--- src/hdl/xga_pkg.sv ---
// shared types and constants for the cross-correlation gradient accumulator
// no dependencies; compiled first
package xga_pkg;

    localparam int PT_W      = 12;
    localparam int SMP_W     = 16;
    localparam int ACC_W     = 56;
    localparam int CONTRIB_W = 50;
    localparam int PROD_W    = 49;
    localparam int DEN_W     = 48;
    localparam int GRAD_W    = 48;
    localparam int DIV_BITS  = 48;
    localparam int NUM_W     = 58;

    localparam logic [SMP_W-1:0] SAMPLE_COUNT_RESET = 16'd1024;

    localparam logic signed [ACC_W-1:0] ACC_MAX = {1'b0, {(ACC_W-1){1'b1}}};
    localparam logic signed [ACC_W-1:0] ACC_MIN = {1'b1, {(ACC_W-1){1'b0}}};
    localparam logic signed [GRAD_W-1:0] OUT_MAX = {1'b0, {(GRAD_W-1){1'b1}}};
    localparam logic signed [GRAD_W-1:0] OUT_MIN = {1'b1, {(GRAD_W-1){1'b0}}};

    typedef struct packed {
        logic [PT_W-1:0]         point;
        logic                    first_freq;
        logic                    last_freq;
        logic                    keep;
        logic signed [SMP_W-1:0] inc_re;
        logic signed [SMP_W-1:0] inc_im;
        logic signed [SMP_W-1:0] adj_re;
        logic signed [SMP_W-1:0] adj_im;
        logic signed [SMP_W-1:0] fac_re;
        logic signed [SMP_W-1:0] fac_im;
        logic [SMP_W-1:0]        velocity;
    } item_t;

    typedef struct packed {
        logic                     valid;
        logic [PT_W-1:0]          point;
        logic                     first;
        logic                     last;
        logic                     keep;
        logic signed [PROD_W-1:0] m_a;
        logic signed [PROD_W-1:0] m_b;
        logic [DEN_W-1:0]         den;
    } mac_t;

    typedef struct packed {
        logic                    valid;
        logic [PT_W-1:0]         point;
        logic signed [ACC_W-1:0] acc;
        logic [DEN_W-1:0]        den;
    } acc_t;

    typedef struct packed {
        logic                  valid;
        logic [PT_W-1:0]       point;
        logic                  neg;
        logic                  zero;
        logic                  ovf;
        logic [DIV_BITS-1:0]   nlow;
        logic [DEN_W:0]        d;
        logic [DEN_W:0]        r;
        logic [DIV_BITS-1:0]   q;
    } dstage_t;

endpackage

--- src/hdl/xga_if_dummy_note.sv ---
// sign application and saturation of the divider quotient into a gradient word
// depends on xga_pkg
module xga_round (
    input  xga_pkg::dstage_t                quot,
    output logic signed [xga_pkg::GRAD_W-1:0] gradient
);
    import xga_pkg::*;

    logic [GRAD_W-1:0] lim;
    logic              sat;

    always_comb
    begin
        lim = {1'b0, {(GRAD_W-1){1'b1}}} + GRAD_W'(quot.neg);
        sat = quot.ovf || (quot.q > lim);
        if (quot.zero)
            gradient = '0;
        else if (sat)
            gradient = quot.neg ? OUT_MIN : OUT_MAX;
        else if (quot.neg)
            gradient = -$signed(quot.q);
        else
            gradient = $signed(quot.q);
    end

endmodule

--- src/hdl/xga_round.sv ---
// rounding stage wrapper kept for file-per-module order; holds the output register
// depends on xga_pkg and xga_round in xga_if_dummy_note.sv
module xga_outreg (
    input  logic                              clk,
    input  logic                              rst_n,
    input  logic                              en,
    input  xga_pkg::dstage_t                  quot,
    output logic                              valid,
    output logic [xga_pkg::PT_W-1:0]          out_point,
    output logic signed [xga_pkg::GRAD_W-1:0] gradient
);
    import xga_pkg::*;

    logic signed [GRAD_W-1:0] grad_next;
    logic                     valid_reg;
    logic [PT_W-1:0]          point_reg;
    logic signed [GRAD_W-1:0] grad_reg;

    xga_round u_round (
        .quot     (quot),
        .gradient (grad_next)
    );

    always_ff @(posedge clk or negedge rst_n)
    begin
        if (!rst_n)
            valid_reg <= 1'b0;
        else if (en)
            valid_reg <= quot.valid;
    end

    always_ff @(posedge clk)
    begin
        if (en)
        begin
            point_reg <= quot.point;
            grad_reg  <= grad_next;
        end
    end

    assign valid     = valid_reg;
    assign out_point = point_reg;
    assign gradient  = grad_reg;

endmodule

--- config.mk ---
export PLATFORM = sky130hd
export DESIGN_NAME = xga_outreg
export DESIGN_NICKNAME = d
export VERILOG_FILES = /design/src/hdl/xga_pkg.sv /design/src/hdl/xga_if_dummy_note.sv /design/src/hdl/xga_round.sv
export SDC_FILE = /design/constraint.sdc
export NUM_CORES = 1
export LEC_CHECK = 0
export ABC_AREA = 1
export BUFFER_PORTS_ARGS = -buffer_cell sky130_fd_sc_hd__buf_2
export CORE_MARGIN = 2
export CORE_UTILIZATION = 47
export DETAILED_ROUTE_END_ITERATION = 8
export GPL_TIMING_DRIVEN = 0
export HOLD_SLACK_MARGIN = 0.03
export PLACE_DENSITY = 0.83
export SLEW_MARGIN = 0
export SYNTH_ARGS = -nofsm -noshare
export SYNTH_HDL_FRONTEND = slang
export SYNTH_SLANG_ARGS = --single-unit
--- constraint.sdc ---
create_clock -name clk -period 0.93 [get_ports clk]
set_input_delay 0.0465 -clock clk [delete_from_list [all_inputs] [get_ports clk]]
set_output_delay 0.0465 -clock clk [all_outputs]
set_load 0.1 [all_outputs]
==> results.py <==
metrics = {
    "sta": {
        "slew_violations": 0,
        "worstMarginPinSlew_ns": 0.891,
        "setup_ws_ns": -1.03,
        "skew_ns": 0,
        "fin_crit_ns": 1.96,
        "setup-violations-final": 109,
        "max_freq_ghz": 0.511,
        "hold_viol_final": 0,
        "slew_headroom_pct": 40.6,
        "fin_crit_sh_pct": 211,
        "rsz0062_at_grt": "yes",
    },
    "synthesis": {
        "synth.net_count": 960,
        "syn_avg_cell_area_sq_um": 7.50,
        "ys_ff_latch": 61,
        "yosysSeqAreaShare_pct": 34.9,
        "syn_area_sq_mm": 0.00524,
        "ys_warn_count": 0,
        "synthCells": 698,
        "yosysUniqueCellTypes": 35,
    },
    "die": {
        "initial_core_util_pct": 48.3,
        "die_y_um": 110,
        "die_w_um": 110,
        "io-pin-count": 274,
        "die_area_sq_mm": 0.0120,
        "core_sq_mm": 0.0108,
        "num_rows": 38,
    },
    "clocking": {
        "max-clock-path-buffers": 2,
        "clock_sinks": 61,
        "path_clk_slew_ns": 0.06,
        "htreeDepth": 3,
        "cts_tree": "yes",
        "clk_latency_ns": 0.33,
        "cts_root_buf": "clkbuf_8",
        "cts_buffers": 9,
    },
    "finish": {
        "syn_to_final_growth_pct": 42.5,
        "instances_no_fill": 1011,
        "layout-drive-gt1-share_pct": 28.5,
        "final_core_util_pct": 68.8,
        "nets": 1128,
        "largest_register_ffs": 48,
        "nFillCells": 826,
        "diodes": 0,
    },
    "grt": {
        "grt_start_max_net_pins": 62,
        "grt_pass1_wl_mm": 24.8,
        "grt-ovfl-total": 0,
        "first_global_vias": 4996,
        "antenna_found_initial": 0,
        "track_usage_pct": 27.0,
    },
    "route": {
        "drcViolationCount": 0,
        "vias": 5371,
        "drtAntennaViolNets": 0,
        "drt_iter0_drc": 445,
        "wirelength_mm": 16.1,
        "viasPerCell": 5.31,
        "wl_per_cell_um": 16.0,
        "firstDrtPassIters": 5,
    },
    "placed_design": {
        "hpwl_mm": 11.4,
        "dp.cells": 964,
        "dp_slack_ns": -2.22,
        "io_buffers": 126,
        "gp_congestion": 0.980,
    },
    "critical_path": {
        "path_class": "primary input to register",
        "crit_end": "gradient[31]$_SDFFCE_PP0P_",
        "path_max_fanout": 10,
        "r2r-start": "valid$_DFFE_PN0P_",
        "rr_worst_depth": 1,
        "cp.arrival_ns": 2.13,
        "startpoint": "quot[196]",
        "cp.required_ns": 1.11,
        "reg2reg_slack_ns": 0.04,
        "endpoint_kind": "register",
        "cp-start-kind": "primary input",
        "r2r-end": "valid$_DFFE_PN0P_",
    },
    "status": {
        "status": "finished with violations",
        "violations": "setup timing",
    },
    "flow_run": {
        "cap_violations": 0,
    },
    "power_and_ir_drop": {
        "leakage_nw": 3.33,
        "p_total_mw": 10.6,
        "p_per_area_mw_per_mm2": 1420,
        "ir_drop_v": 0.00169,
    },
    "hold_path": {
        "holdCritPathClass": "primary input to register",
    },
}
[logic make-up (layout without fill, tap and decap cells)]
kind of cell | count (synthesis) | after routing | share of synthesized area, %
adder cells (fa/ha/maj) | 49 | 49 | 11.7
buffers and inverters | 96 | 269 | 7.65
AO/OA/AOI/OAI | 94 | 94 | 10.8
AND/OR/NAND/NOR | 370 | 370 | 30.2
XOR/XNOR | 27 | 27 | 4.52
flip-flops | 61 | 61 | 34.9
multiplexers | 1 | 1 | 0.215
[layer usage]
| metal | share of wire (%) | GRT usage [%] |
|---|---|---|
| met5 | 0 | 0 |
| met4 | 3.2 | 10.7 |
| met3 | 6.7 | 4.09 |
| met2 | 47 | 44.7 |
| met1 | 43 | 35.5 |
[power by group]
group	internal, mW	switching (mW)	total [mW]
registers	3.33	0.127	3.45
clock network	1.47	0.979	2.45
logic	1.45	3.27	4.72
total	6.25	4.37	10.6
[critical path: stages]
cell and delay, ns:
buf_16 0.09, buf_12 0.10, clkinv_8 0.04, clkbuf_16 0.14, ha_4 0.27, nand2_4 0.05
nor2_4 0.08, and2_4 0.14, nand3b_1 0.16, nor2_2 0.17, nand2_1 0.08, nand3_2 0.08
nand2_4 0.09, nand2_4 0.07, nand2_4 0.06, buf_12 0.15, buf_12 0.15, a21oi_4 0.15
[worst min-delay path by stage]
stage / start / to / slack [ns] / cells past startpoint
detailed placement: rst_n / valid$_DFFE_PN0P_ / -0.17 / 1
finish: quot[0] / gradient[0]$_SDFFCE_PP0P_ / 0.16 / 3
global placement: rst_n / valid$_DFFE_PN0P_ / -0.18 / 1
CTS: quot[195] / gradient[6]$_SDFFCE_PP0P_ / 0.14 / 2
global route: quot[0] / gradient[0]$_SDFFCE_PP0P_ / 0.16 / 3
floorplan: rst_n / valid$_DFFE_PN0P_ / -0.25 / 0
[area by class of cell]
type,instances,area [sq um],area share (%)
Sequential cell,61,1830,24.5
Timing Repair Buffer,157,1430,19.1
Clock inverter,7,80.1,1.07
Inverter,70,275,3.69
Clock buffer,9,124,1.66
Multi-Input combinational cell,541,3310,44.4
Buffer,26,236,3.17
Tap cell,140,175,2.35
[metrics by stage]
step	TNS [ns]	cell area [sq um]	hold WS [ns]
after global placement	-129.60	6230	-0.179
after detailed placement	-131.33	6230	-0.173
final	-49.38	7460	0.164
after CTS	-48.95	7260	0.139
after floorplan	-48.06	5430	-0.249
after global routing	-55.27	7460	0.158
[cell usage in the layout (no fill, tap or decap), drive strengths merged, types with 2 or more instances in the layout]
| master | synthesis | layout |
|---|---|---|
| a21o | 2 | 2 |
| a21oi | 69 | 69 |
| and2 | 2 | 2 |
| buf | 16 | 155 |
| bufbuf | 0 | 2 |
| bufinv | 0 | 2 |
| clkbuf | 10 | 20 |
| clkinv | 1 | 6 |
| dlygate4sd3 | 0 | 15 |
| edfxtp | 60 | 60 |
| ha | 49 | 49 |
| inv | 69 | 69 |
| nand2 | 164 | 164 |
| nand3 | 97 | 97 |
| nand3b | 4 | 4 |
| nand4 | 6 | 6 |
| nor2 | 89 | 89 |
| nor3 | 7 | 7 |
| o211ai | 2 | 2 |
| o21a | 2 | 2 |
| o21ai | 18 | 18 |
| xnor2 | 9 | 9 |
| xor2 | 18 | 18 |
[timing repair]
action,4_1_cts,5_1_grt
gates cloned,4,1
gates resized for setup,153,34
hold buffers,15,0
pin swaps,8,9
endpoints found under the hold margin,14,0
setup endpoints to repair,170,109
setup buffers,10,1
[synth_stat cells, drive strengths merged]
cell	n	area share [%]
a21o	2	0.29
a21oi	69	8.0
and2	2	0.24
buf	16	1.9
clkbuf	10	0.72
clkinv	1	0.072
dfrtp	1	0.48
edfxtp	60	34
ha	49	12
inv	69	4.9
mux2	1	0.22
nand2	164	12
nand3	97	9.4
nand3b	4	0.57
nand4	6	0.84
nor2	89	6.5
nor3	7	0.67
o211ai	2	0.29
o21a	2	0.29
o21ai	18	1.8
o31ai	1	0.14
or2	1	0.12
xnor2	9	1.5
xor2	18	3.0
(Power assumes the default switching activity.)
